[src/rtl/cdp_pkg.sv]
`default_nettype none
package cdp_pkg;

   localparam int unsigned TailCap   = 40;
   localparam int unsigned TailBits  = TailCap * 8;

   localparam logic [1:0] PH_LEN   = 2'd0;
   localparam logic [1:0] PH_SIZE  = 2'd1;
   localparam logic [1:0] PH_FIRST = 2'd2;
   localparam logic [1:0] PH_TAIL  = 2'd3;

   localparam logic [2:0] ST_RECORD      = 3'd0;
   localparam logic [2:0] ST_SUMMARY_OK  = 3'd1;
   localparam logic [2:0] ST_SUMMARY_UNP = 3'd2;
   localparam logic [2:0] ST_ZERO_BLOCK  = 3'd3;
   localparam logic [2:0] ST_FIRST_RANGE = 3'd4;
   localparam logic [2:0] ST_TAIL_RANGE  = 3'd5;
   localparam logic [2:0] ST_SIZE_MISM   = 3'd6;

   localparam logic CSR_BLOCK_SIZE  = 1'b0;
   localparam logic CSR_BLOCK_COUNT = 1'b1;

   typedef struct packed {
      logic step;
      logic div_start;
      logic div_run;
      logic tail_setup;
      logic rec_done;
      logic sum_done;
      logic sum_sel;
   } cmd_type;

   typedef struct packed {
      logic start_tail;
      logic emit;
      logic last;
      logic div_done;
   } stat_type;

   typedef struct packed {
      logic [63:0] chunk_length;
      logic [63:0] first_block;
      logic [63:0] tail_check;
      logic [63:0] tail_hash_low;
      logic [63:0] tail_hash_high;
      logic [63:0] tail_blk;
      logic [63:0] tail_pos;
      logic [63:0] total_size;
      logic [31:0] chunk_total;
      logic [2:0]  status;
      logic        last_of_run;
   } rsp_payload_type;

endpackage
`default_nettype wire

[src/rtl/cdp_if.sv]
`default_nettype none
interface cdp_req_if;
   logic       valid;
   logic       ready;
   logic [7:0] data_byte;
   logic       last_byte;
   modport source (output valid, output data_byte, output last_byte, input ready);
   modport sink (input valid, input data_byte, input last_byte, output ready);
endinterface

interface cdp_rsp_if;
   logic        valid;
   logic        ready;
   logic [63:0] chunk_length;
   logic [63:0] first_block;
   logic [63:0] tail_check;
   logic [63:0] tail_hash_low;
   logic [63:0] tail_hash_high;
   logic [63:0] tail_blk;
   logic [63:0] tail_pos;
   logic [63:0] total_size;
   logic [31:0] chunk_total;
   logic [2:0]  status;
   logic        last_of_run;
   modport source (output valid, output chunk_length, output first_block, output tail_check,
                   output tail_hash_low, output tail_hash_high, output tail_blk,
                   output tail_pos, output total_size, output chunk_total,
                   output status, output last_of_run, input ready);
   modport sink (input valid, input chunk_length, input first_block, input tail_check,
                 input tail_hash_low, input tail_hash_high, input tail_blk,
                 input tail_pos, input total_size, input chunk_total,
                 input status, input last_of_run, output ready);
endinterface
`default_nettype wire

[src/rtl/chunk_description_parser_top.sv]
// Chunk-description parser: takes one byte per request and returns decoded
// chunk records plus a summary at the byte marked last. A byte passes through
// accept, evaluate and finish steps; a byte that closes a length or
// first-block field leading into a tail also runs the bit-serial
// remainder unit that computes length mod block size. Each result is held
// on the response side until it is taken. Registers may be written only
// while no request is in flight.
`default_nettype none
module chunk_description_parser_top
   import cdp_pkg::*;
(
   input  wire logic        clock,
   input  wire logic        reset,
   cdp_req_if.sink          req_chan,
   cdp_rsp_if.source        rsp_chan,
   input  wire logic        csr_write_enable,
   input  wire logic        csr_index,
   input  wire logic [63:0] csr_write_data
);
   cmd_type         cmd;
   stat_type        stat;
   rsp_payload_type payload;

   cdp_ctrl u_ctrl (
      .clock     (clock),
      .reset     (reset),
      .req_valid (req_chan.valid),
      .req_ready (req_chan.ready),
      .rsp_valid (rsp_chan.valid),
      .rsp_ready (rsp_chan.ready),
      .stat      (stat),
      .cmd       (cmd)
   );

   cdp_dp u_dp (
      .clock            (clock),
      .reset            (reset),
      .cmd              (cmd),
      .stat             (stat),
      .data_byte        (req_chan.data_byte),
      .last_byte        (req_chan.last_byte),
      .csr_write_enable (csr_write_enable),
      .csr_index        (csr_index),
      .csr_write_data   (csr_write_data),
      .payload          (payload)
   );

   assign rsp_chan.chunk_length   = payload.chunk_length;
   assign rsp_chan.first_block    = payload.first_block;
   assign rsp_chan.tail_check     = payload.tail_check;
   assign rsp_chan.tail_hash_low  = payload.tail_hash_low;
   assign rsp_chan.tail_hash_high = payload.tail_hash_high;
   assign rsp_chan.tail_blk       = payload.tail_blk;
   assign rsp_chan.tail_pos       = payload.tail_pos;
   assign rsp_chan.total_size     = payload.total_size;
   assign rsp_chan.chunk_total    = payload.chunk_total;
   assign rsp_chan.status         = payload.status;
   assign rsp_chan.last_of_run    = payload.last_of_run;

   a_no_overlap: assert property (@(posedge clock) disable iff (reset)
      !(req_chan.ready && rsp_chan.valid))
      else $error("request taken while a response is pending");

   a_accept_busy: assert property (@(posedge clock) disable iff (reset)
      (req_chan.valid && req_chan.ready) |=> !req_chan.ready)
      else $error("request accepted back to back");

   a_record_not_last: assert property (@(posedge clock) disable iff (reset)
      (rsp_chan.valid && rsp_chan.ready && rsp_chan.status == ST_RECORD
       && !rsp_chan.last_of_run) |=> (rsp_chan.valid && rsp_chan.status != ST_RECORD))
      else $error("summary does not follow record on last byte");
endmodule
`default_nettype wire

[src/rtl/cdp_div.sv]
`default_nettype none
module cdp_div
   import cdp_pkg::*;
(
   input  wire logic        clock,
   input  wire logic        reset,
   input  wire logic        start,
   input  wire logic        run,
   input  wire logic [63:0] dividend,
   input  wire logic [63:0] divisor,
   output logic      [63:0] remainder,
   output logic             done
);
   logic [63:0] rem_ff, rem_in;
   logic [63:0] dvd_ff, dvd_in;
   logic [5:0]  cnt_ff, cnt_in;
   logic        done_ff, done_in;
   logic [64:0] trial;

   always_comb begin
      rem_in  = rem_ff;
      dvd_in  = dvd_ff;
      cnt_in  = cnt_ff;
      done_in = done_ff;
      trial   = {rem_ff, dvd_ff[63]};
      if (start) begin
         rem_in  = '0;
         dvd_in  = dividend;
         cnt_in  = '1;
         done_in = 1'b0;
      end else if (run && !done_ff) begin
         dvd_in = {dvd_ff[62:0], 1'b0};
         if (trial >= {1'b0, divisor}) begin
            rem_in = 64'(trial - {1'b0, divisor});
         end else begin
            rem_in = trial[63:0];
         end
         cnt_in = cnt_ff - 6'd1;
         if (cnt_ff == '0) begin
            done_in = 1'b1;
         end
      end
   end

   always_ff @(posedge clock) begin
      rem_ff <= rem_in;
      dvd_ff <= dvd_in;
      cnt_ff <= cnt_in;
      if (reset) begin
         done_ff <= 1'b0;
      end else begin
         done_ff <= done_in;
      end
   end

   assign remainder = rem_ff;
   assign done      = done_ff;
endmodule
`default_nettype wire

[src/rtl/cdp_dp.sv]
`default_nettype none
module cdp_dp
   import cdp_pkg::*;
(
   input  wire logic            clock,
   input  wire logic            reset,
   input  wire cmd_type         cmd,
   output stat_type             stat,
   input  wire logic [7:0]      data_byte,
   input  wire logic            last_byte,
   input  wire logic            csr_write_enable,
   input  wire logic            csr_index,
   input  wire logic [63:0]     csr_write_data,
   output rsp_payload_type      payload
);
   logic [1:0]          phase_ff, phase_in;
   logic [5:0]          bi_ff, bi_in;
   logic [5:0]          tb_ff, tb_in;
   logic [63:0]         len_ff, len_in;
   logic [63:0]         blk_ff, blk_in;
   logic [63:0]         sum_ff, sum_in;
   logic [TailBits-1:0] tail_ff, tail_in;
   logic [31:0]         cnt_ff, cnt_in;
   logic                unprot_ff, unprot_in;
   logic                err_ff, err_in;
   logic [2:0]          code_ff, code_in;
   logic                evt_ff, evt_in;
   logic                eve_ff, eve_in;
   logic                last_ff, last_in;
   logic [63:0]         bs_ff, bc_ff;
   logic [5:0]          nbi;
   logic [63:0]         rem;
   logic                div_done;
   logic [2:0]          sum_status;

   cdp_div u_div (
      .clock     (clock),
      .reset     (reset),
      .start     (cmd.div_start),
      .run       (cmd.div_run),
      .dividend  (len_ff),
      .divisor   (bs_ff),
      .remainder (rem),
      .done      (div_done)
   );

   always_comb begin
      phase_in  = phase_ff;
      bi_in     = bi_ff;
      tb_in     = tb_ff;
      len_in    = len_ff;
      blk_in    = blk_ff;
      sum_in    = sum_ff;
      tail_in   = tail_ff;
      cnt_in    = cnt_ff;
      unprot_in = unprot_ff;
      err_in    = err_ff;
      code_in   = code_ff;
      evt_in    = evt_ff;
      eve_in    = eve_ff;
      last_in   = last_ff;
      nbi       = bi_ff + 6'd1;
      if (cmd.step) begin
         last_in = last_byte;
         evt_in  = 1'b0;
         eve_in  = 1'b0;
         if (!err_ff) begin
            bi_in = nbi;
            case (phase_ff)
               PH_LEN: begin
                  if (bi_ff == '0) begin
                     len_in = {56'd0, data_byte};
                  end else begin
                     for (int k = 0; k < 8; k++) begin
                        if (bi_ff[2:0] == 3'(k)) begin
                           len_in[8*k +: 8] = data_byte;
                        end
                     end
                  end
                  if (nbi >= 6'd8) begin
                     bi_in  = '0;
                     blk_in = '0;
                     if (len_in == '0) begin
                        unprot_in = 1'b1;
                        phase_in  = PH_SIZE;
                     end else if (bs_ff == '0) begin
                        err_in  = 1'b1;
                        code_in = ST_ZERO_BLOCK;
                     end else begin
                        sum_in = sum_ff + len_in;
                        if (len_in >= bs_ff) begin
                           phase_in = PH_FIRST;
                        end else begin
                           evt_in = 1'b1;
                        end
                     end
                  end
               end
               PH_SIZE, PH_FIRST: begin
                  for (int k = 0; k < 8; k++) begin
                     if (bi_ff[2:0] == 3'(k)) begin
                        blk_in[8*k +: 8] = data_byte;
                     end
                  end
                  if (nbi >= 6'd8) begin
                     if (phase_ff == PH_SIZE) begin
                        sum_in   = sum_ff + blk_in;
                        eve_in   = 1'b1;
                        phase_in = PH_LEN;
                        bi_in    = '0;
                     end else if (blk_in >= bc_ff) begin
                        err_in  = 1'b1;
                        code_in = ST_FIRST_RANGE;
                     end else begin
                        evt_in = 1'b1;
                     end
                  end
               end
               default: begin
                  for (int i = 0; i < TailCap; i++) begin
                     if (bi_ff == 6'(i)) begin
                        tail_in[8*i +: 8] = data_byte;
                     end
                  end
                  if (nbi >= tb_ff) begin
                     if (tb_ff >= 6'(TailCap) && tail_ff[255:192] >= bc_ff) begin
                        err_in  = 1'b1;
                        code_in = ST_TAIL_RANGE;
                     end else begin
                        eve_in   = 1'b1;
                        phase_in = PH_LEN;
                        bi_in    = '0;
                     end
                  end
               end
            endcase
         end
      end
      if (cmd.tail_setup) begin
         evt_in  = 1'b0;
         tail_in = '0;
         bi_in   = '0;
         tb_in   = (rem >= 64'(TailCap)) ? 6'(TailCap) : rem[5:0];
         if (tb_in == '0) begin
            eve_in   = 1'b1;
            phase_in = PH_LEN;
         end else begin
            phase_in = PH_TAIL;
         end
      end
      if (cmd.rec_done) begin
         eve_in = 1'b0;
         if (cnt_ff != '1) begin
            cnt_in = cnt_ff + 32'd1;
         end
      end
      if (cmd.sum_done) begin
         phase_in  = PH_LEN;
         bi_in     = '0;
         tb_in     = '0;
         len_in    = '0;
         blk_in    = '0;
         sum_in    = '0;
         cnt_in    = '0;
         unprot_in = 1'b0;
         err_in    = 1'b0;
         code_in   = '0;
         evt_in    = 1'b0;
         eve_in    = 1'b0;
         last_in   = 1'b0;
      end
   end

   always_ff @(posedge clock) begin
      tail_ff <= tail_in;
      if (reset) begin
         phase_ff  <= PH_LEN;
         bi_ff     <= '0;
         tb_ff     <= '0;
         len_ff    <= '0;
         blk_ff    <= '0;
         sum_ff    <= '0;
         cnt_ff    <= '0;
         unprot_ff <= 1'b0;
         err_ff    <= 1'b0;
         code_ff   <= '0;
         evt_ff    <= 1'b0;
         eve_ff    <= 1'b0;
         last_ff   <= 1'b0;
         bs_ff     <= '0;
         bc_ff     <= '0;
      end else begin
         phase_ff  <= phase_in;
         bi_ff     <= bi_in;
         tb_ff     <= tb_in;
         len_ff    <= len_in;
         blk_ff    <= blk_in;
         sum_ff    <= sum_in;
         cnt_ff    <= cnt_in;
         unprot_ff <= unprot_in;
         err_ff    <= err_in;
         code_ff   <= code_in;
         evt_ff    <= evt_in;
         eve_ff    <= eve_in;
         last_ff   <= last_in;
         if (csr_write_enable && csr_index == CSR_BLOCK_SIZE) begin
            bs_ff <= csr_write_data;
         end
         if (csr_write_enable && csr_index == CSR_BLOCK_COUNT) begin
            bc_ff <= csr_write_data;
         end
      end
   end

   assign stat.start_tail = evt_ff;
   assign stat.emit       = eve_ff;
   assign stat.last       = last_ff;
   assign stat.div_done   = div_done;

   always_comb begin
      if (err_ff) begin
         sum_status = code_ff;
      end else if (phase_ff != PH_LEN || bi_ff != '0) begin
         sum_status = ST_SIZE_MISM;
      end else if (unprot_ff) begin
         sum_status = ST_SUMMARY_UNP;
      end else begin
         sum_status = ST_SUMMARY_OK;
      end
      payload = '0;
      if (cmd.sum_sel) begin
         payload.status      = sum_status;
         payload.last_of_run = 1'b1;
         if (!err_ff) begin
            payload.total_size  = sum_ff;
            payload.chunk_total = cnt_ff;
         end
      end else begin
         payload.chunk_length = len_ff;
         payload.first_block  = blk_ff;
         payload.status       = ST_RECORD;
         payload.last_of_run  = !last_ff;
         if (len_ff != '0) begin
            payload.tail_check     = tail_ff[63:0];
            payload.tail_hash_low  = tail_ff[127:64];
            payload.tail_hash_high = tail_ff[191:128];
            payload.tail_blk       = tail_ff[255:192];
            payload.tail_pos       = tail_ff[319:256];
         end
      end
   end
endmodule
`default_nettype wire

[src/rtl/cdp_ctrl.sv]
`default_nettype none
module cdp_ctrl
   import cdp_pkg::*;
(
   input  wire logic     clock,
   input  wire logic     reset,
   input  wire logic     req_valid,
   output logic          req_ready,
   output logic          rsp_valid,
   input  wire logic     rsp_ready,
   input  wire stat_type stat,
   output cmd_type       cmd
);
   localparam logic [2:0] S_IDLE = 3'd0;
   localparam logic [2:0] S_EVAL = 3'd1;
   localparam logic [2:0] S_DIV  = 3'd2;
   localparam logic [2:0] S_FIN  = 3'd3;
   localparam logic [2:0] S_REC  = 3'd4;
   localparam logic [2:0] S_SUM  = 3'd5;

   logic [2:0] state_ff, state_in;

   always_comb begin
      state_in  = state_ff;
      cmd       = '0;
      req_ready = 1'b0;
      rsp_valid = 1'b0;
      case (state_ff)
         S_IDLE: begin
            req_ready = 1'b1;
            if (req_valid) begin
               cmd.step = 1'b1;
               state_in = S_EVAL;
            end
         end
         S_EVAL: begin
            if (stat.start_tail) begin
               cmd.div_start = 1'b1;
               state_in      = S_DIV;
            end else begin
               state_in = S_FIN;
            end
         end
         S_DIV: begin
            if (stat.div_done) begin
               cmd.tail_setup = 1'b1;
               state_in       = S_FIN;
            end else begin
               cmd.div_run = 1'b1;
            end
         end
         S_FIN: begin
            if (stat.emit) begin
               state_in = S_REC;
            end else if (stat.last) begin
               state_in = S_SUM;
            end else begin
               state_in = S_IDLE;
            end
         end
         S_REC: begin
            rsp_valid = 1'b1;
            if (rsp_ready) begin
               cmd.rec_done = 1'b1;
               state_in     = stat.last ? S_SUM : S_IDLE;
            end
         end
         S_SUM: begin
            rsp_valid   = 1'b1;
            cmd.sum_sel = 1'b1;
            if (rsp_ready) begin
               cmd.sum_done = 1'b1;
               state_in     = S_IDLE;
            end
         end
         default: begin
            state_in = S_IDLE;
         end
      endcase
   end

   always_ff @(posedge clock) begin
      if (reset) begin
         state_ff <= S_IDLE;
      end else begin
         state_ff <= state_in;
      end
   end
endmodule
`default_nettype wire
[src/flat_wrapper.sv]
// flat-port wrapper written by rule: the top's interface ports become plain ports
module chunk_description_parser_top_flat import cdp_pkg::*;
  (clock, reset, csr_write_enable, csr_index, csr_write_data, req_chan_valid, req_chan_data_byte, req_chan_last_byte, req_chan_ready, rsp_chan_valid, rsp_chan_chunk_length, rsp_chan_first_block, rsp_chan_tail_check, rsp_chan_tail_hash_low, rsp_chan_tail_hash_high, rsp_chan_tail_blk, rsp_chan_tail_pos, rsp_chan_total_size, rsp_chan_chunk_total, rsp_chan_status, rsp_chan_last_of_run, rsp_chan_ready);
  cdp_req_if req_chan_i ();
  cdp_rsp_if rsp_chan_i ();
  input  wire logic clock;
  input  wire logic reset;
  input  wire logic csr_write_enable;
  input  wire logic csr_index;
  input  wire logic [63:0] csr_write_data;
  input wire logic [$bits(req_chan_i.valid)-1:0] req_chan_valid;
  input wire logic [$bits(req_chan_i.data_byte)-1:0] req_chan_data_byte;
  input wire logic [$bits(req_chan_i.last_byte)-1:0] req_chan_last_byte;
  output wire logic [$bits(req_chan_i.ready)-1:0] req_chan_ready;
  output wire logic [$bits(rsp_chan_i.valid)-1:0] rsp_chan_valid;
  output wire logic [$bits(rsp_chan_i.chunk_length)-1:0] rsp_chan_chunk_length;
  output wire logic [$bits(rsp_chan_i.first_block)-1:0] rsp_chan_first_block;
  output wire logic [$bits(rsp_chan_i.tail_check)-1:0] rsp_chan_tail_check;
  output wire logic [$bits(rsp_chan_i.tail_hash_low)-1:0] rsp_chan_tail_hash_low;
  output wire logic [$bits(rsp_chan_i.tail_hash_high)-1:0] rsp_chan_tail_hash_high;
  output wire logic [$bits(rsp_chan_i.tail_blk)-1:0] rsp_chan_tail_blk;
  output wire logic [$bits(rsp_chan_i.tail_pos)-1:0] rsp_chan_tail_pos;
  output wire logic [$bits(rsp_chan_i.total_size)-1:0] rsp_chan_total_size;
  output wire logic [$bits(rsp_chan_i.chunk_total)-1:0] rsp_chan_chunk_total;
  output wire logic [$bits(rsp_chan_i.status)-1:0] rsp_chan_status;
  output wire logic [$bits(rsp_chan_i.last_of_run)-1:0] rsp_chan_last_of_run;
  input wire logic [$bits(rsp_chan_i.ready)-1:0] rsp_chan_ready;
  assign req_chan_i.valid = req_chan_valid;
  assign req_chan_i.data_byte = req_chan_data_byte;
  assign req_chan_i.last_byte = req_chan_last_byte;
  assign req_chan_ready = req_chan_i.ready;
  assign rsp_chan_valid = rsp_chan_i.valid;
  assign rsp_chan_chunk_length = rsp_chan_i.chunk_length;
  assign rsp_chan_first_block = rsp_chan_i.first_block;
  assign rsp_chan_tail_check = rsp_chan_i.tail_check;
  assign rsp_chan_tail_hash_low = rsp_chan_i.tail_hash_low;
  assign rsp_chan_tail_hash_high = rsp_chan_i.tail_hash_high;
  assign rsp_chan_tail_blk = rsp_chan_i.tail_blk;
  assign rsp_chan_tail_pos = rsp_chan_i.tail_pos;
  assign rsp_chan_total_size = rsp_chan_i.total_size;
  assign rsp_chan_chunk_total = rsp_chan_i.chunk_total;
  assign rsp_chan_status = rsp_chan_i.status;
  assign rsp_chan_last_of_run = rsp_chan_i.last_of_run;
  assign rsp_chan_i.ready = rsp_chan_ready;
  chunk_description_parser_top u_core (.clock(clock), .reset(reset), .req_chan(req_chan_i), .rsp_chan(rsp_chan_i), .csr_write_enable(csr_write_enable), .csr_index(csr_index), .csr_write_data(csr_write_data));
endmodule
[config.mk]
export PLATFORM = sky130hd
export DESIGN_NAME = chunk_description_parser_top_flat
export DESIGN_NICKNAME = d
export VERILOG_FILES = /design/src/rtl/cdp_pkg.sv /design/src/rtl/cdp_if.sv /design/src/rtl/chunk_description_parser_top.sv /design/src/rtl/cdp_div.sv /design/src/rtl/cdp_dp.sv /design/src/rtl/cdp_ctrl.sv /design/src/flat_wrapper.sv
export SDC_FILE = /design/constraint.sdc
export NUM_CORES = 2
export LEC_CHECK = 0
export BUFFER_PORTS_ARGS = -buffer_cell sky130_fd_sc_hd__buf_2
export CELL_PAD_IN_SITES_DETAIL_PLACEMENT = 2
export CELL_PAD_IN_SITES_GLOBAL_PLACEMENT = 2
export CORE_MARGIN = 2
export CORE_UTILIZATION = 30
export CTS_CLUSTER_DIAMETER = 60
export CTS_CLUSTER_SIZE = 20
export DETAILED_ROUTE_END_ITERATION = 10
export GPL_TIMING_DRIVEN = 1
export HOLD_SLACK_MARGIN = 0.03
export PLACE_DENSITY_LB_ADDON = 0.08
export SKIP_CTS_REPAIR_TIMING = 1
export SLEW_MARGIN = 20
export SYNTH_ARGS = -nofsm -noshare
export SYNTH_HDL_FRONTEND = slang
export SYNTH_SLANG_ARGS = --single-unit
[constraint.sdc]
create_clock -name clock -period 6.3 [get_ports clock]
set_input_delay 0.63 -clock clock [delete_from_list [all_inputs] [get_ports clock]]
set_output_delay 0.63 -clock clock [all_outputs]
set_load 0.005 [all_outputs]
==> results.json <==
{
  "rsz0062_at_grt": "false",
  "grt_pass1_vias": 52204,
  "drt_iter0_drc": 3432,
  "final-setup-viol-count": 0,
  "yosys.area.top_type": "dfxtp_1",
  "post-route-period-util_pct": 92.9,
  "outcome": "completed",
  "syn_to_final_growth_pct": 18.6,
  "drc": 0,
  "synth_edf_count": 64,
  "start_kind": "flop",
  "final-seq-area_mm2": 0.0173,
  "relSlewSlack_pct": 16.3,
  "cts_root_buffer": "clkbuf_16",
  "synthTopCellsByArea": "dfxtp_1, nand2_1, ha_1",
  "worst_r2r_path_depth": 20,
  "p_per_area_mw_per_mm2": 332,
  "wl_per_cell_um": 27.8,
  "route.vias.total": 50982,
  "min_period_ns": 5.85,
  "die_w_um": 412,
  "wirelength_um": 260000,
  "endpoint_kind": "flop",
  "hold_depth": 3,
  "syn-mean-instance-area_um2": 7.55,
  "final_max_slew_viol_count": 0,
  "synth_ff_type": "dfxtp_1",
  "vias_per_cell": 5.46,
  "portBuffers": 628,
  "syn-cell-area_mm2": 0.0500,
  "placed_area_mm2": 0.0551,
  "worstMarginPinSlew_ns": 1.25,
  "max-cap-violations": 0,
  "cp.arrival_ns": 6.47,
  "critPathKind": "reg2reg",
  "grt_pass1_wl_um": 372000,
  "crit_path_frequent_cell": "a21oi_1",
  "fp.dieArea_mm2": 0.170,
  "hold_class": "in2reg",
  "grt_max_degree": 239,
  "cpMaxStageDelayCell": "o31ai_1",
  "syn-num-nets": 7038,
  "synth_warnings": 0,
  "gp_congestion": 0.900,
  "tns_ns": 0,
  "crit_chain": "inv_1, ha_1, nand2_1, nor4_2, buf_4, a21oi_1, nor2_1, a31oi_1, ha_1, and3_1, a21boi_1, o22a_1, a41o_1, a21oi_1, o21ai_1, a21oi_1, o31ai_1, a21oi_1, o2111a_1, a311o_1",
  "pin_count": 629,
  "max_freq_ghz": 0.171,
  "clock_sinks": 832,
  "yosys_register_bits": 832,
  "ant_nets": 0,
  "track_usage_pct": 29.6,
  "firstDrtPassIters": 6,
  "synth_most_common_cell": "nand2_1",
  "async_flop_share_pct": 0,
  "cts_tree": "built",
  "seq_area_frac_synth_pct": 34.6,
  "fin_worst_skew_ns": 0.0395,
  "multi_input_area_mm2": 0.0302,
  "clk_latency_ns": 0.77,
  "design_area_mm2": 0.0593,
  "grt_overflow": 0,
  "hold_viol": 0,
  "start_util_pct": 30.3,
  "dp_hpwl_um": 200000,
  "n_fill_cell": 19241,
  "numCtsBuffers": 115,
  "power_leakage_uw": 0.0266,
  "htreeDepth": 3,
  "slowest_delay_ns": 0.90,
  "cp_max_fo": 16,
  "num_rows": 149,
  "die_y_um": 412,
  "ir_worst_vdd_mv": 0.291,
  "coreArea_mm2": 0.165,
  "cts_max_path_buffers": 3,
  "final_util_pct": 35.9,
  "fin_nets": 7458,
  "synth_top_area_share_pct": 30.7,
  "syn_inst": 6619,
  "worstPathRequired_ns": 6.92,
  "synth_cell_types": 104,
  "clk_pin_slew_worst_paths_ns": 0.06,
  "synth_common_cells": "nand2_1, dfxtp_1, a21oi_1",
  "drive_gt1_share_pct": 14.2,
  "antenna_found_initial": 43
}
## area by class of cell
cell class              count  area share [%]
flip-flops and latches    832            29.2
clock buffers             130            5.21
diodes                     14          0.0591
multi-input cells        5114            50.9
clock inverters            88            1.73
repair buffers            730            6.74
inverters                 246            1.56
well taps                2189            4.62
## metal layers
layer  wire length (um)  track usage [%]  up-vias
li1                   -                -    23467
met4              11100             11.9        6
met2             120000             48.8     1214
met5                 37                0        -
met3              11000             3.09      352
met1             117000             39.3    25943
## through the flow
step	setup WS, ns	cells	power [uW]	hold slack (ns)
after floorplan	1.73	6619	10400	0.432
after global placement	0.771	9110	12500	0.438
after detailed placement	0.544	9110	12600	0.446
after CTS	0.517	9328	19800	0.0601
after global routing	0.0471	9338	20700	0.111
final	0.447	9343	19700	0.108
## path summary, 6_finish.rpt
check | end | startpoint | slack (ns)
setup / recovery | u_core.u_dp.sum_ff[45] | u_core.u_dp.bi_ff[0] | 0.45
hold / removal | u_core.u_dp.bc_ff[38] | csr_write_data[38] | 0.11
setup reg to reg | u_core.u_dp.sum_ff[45] | u_core.u_dp.bi_ff[0] | 0.45
hold reg to reg | u_core.u_dp.tail_ff[102] | u_core.u_dp.tail_ff[102] | 0.45
## worst max-delay path, delay by kind of cell (launching register included)
kind / cells / cell delay (ns)
AO/OA/AOI/OAI: 12 / 3.10
flip-flops: 1 / 0.39
buffers and inverters: 2 / 0.45
AND/OR/NAND/NOR: 4 / 0.77
adder cells (fa/ha/maj): 2 / 0.98
## cells by family (layout without fill, tap and decap cells)
family / after synthesis / after routing / synth area share (%)
simple gates: 3068 / 3068 / 28.6
compound gates: 1374 / 1374 / 16.7
flops: 832 / 832 / 34.6
buf+inv: 673 / 1194 / 5.34
fa+ha+maj: 340 / 340 / 8.54
mux: 189 / 189 / 3.79
xor+xnor: 143 / 143 / 2.50
other cells: 0 / 14 / 0
## sequential cells by signal, indices dropped and copies added, names as in the netlist
name and count:
u_core.u_dp.tail_ff 320, u_core.u_dp.bc_ff 64, u_core.u_dp.blk_ff 64, u_core.u_dp.bs_ff 64, u_core.u_dp.len_ff 64, u_core.u_dp.sum_ff 64
u_core.u_dp.u_div.dvd_ff 64, u_core.u_dp.u_div.remainder 64, u_core.u_dp.cnt_ff 32, u_core.u_dp.bi_ff 6, u_core.u_dp.tb_ff 6, u_core.u_dp.u_div.cnt_ff 6
u_core.u_ctrl.state_ff 3, u_core.u_dp.code_ff 3, u_core.u_dp.phase_ff 2, u_core.u_dp.err_ff 1, u_core.u_dp.eve_ff 1, u_core.u_dp.evt_ff 1
u_core.u_dp.last_ff 1, u_core.u_dp.u_div.done 1, u_core.u_dp.unprot_ff 1
## cell usage in the layout (no fill, tap or decap), types with 9 or more instances in the layout
cell type	n
o21ai_0	148
o211ai_1	17
o21ai_1	14
buf_2	627
a211oi_1	17
o21a_1	23
buf_4	97
edfxtp_1	64
inv_6	28
inv_8	10
dfxtp_1	767
or3_1	9
xor2_1	69
clkbuf_16	119
ha_1	337
nor3_1	65
a211o_1	10
nor4_1	68
diode_2	14
o21bai_1	25
xnor2_1	74
mux2i_1	187
nor2_1	660
nand2b_1	29
a31oi_1	41
nor2b_1	34
a22oi_1	69
a32oi_1	13
nand3_1	272
and3_1	41
nor3_2	12
clkinvlp_4	14
a21o_1	134
nand2_1	1174
a21boi_0	13
a21oi_1	728
nand4_1	90
inv_1	244
and2_1	551
o31ai_1	9
## power breakdown
part	switching, uW	leakage, uW	total, uW	internal, uW
registers	401	0.00681	6100	5700
clock network	3090	0.00198	7080	3990
logic	4490	0.0178	6520	2030
total	7980	0.0266	19700	11700
Power figures use the tool's default switching activity.
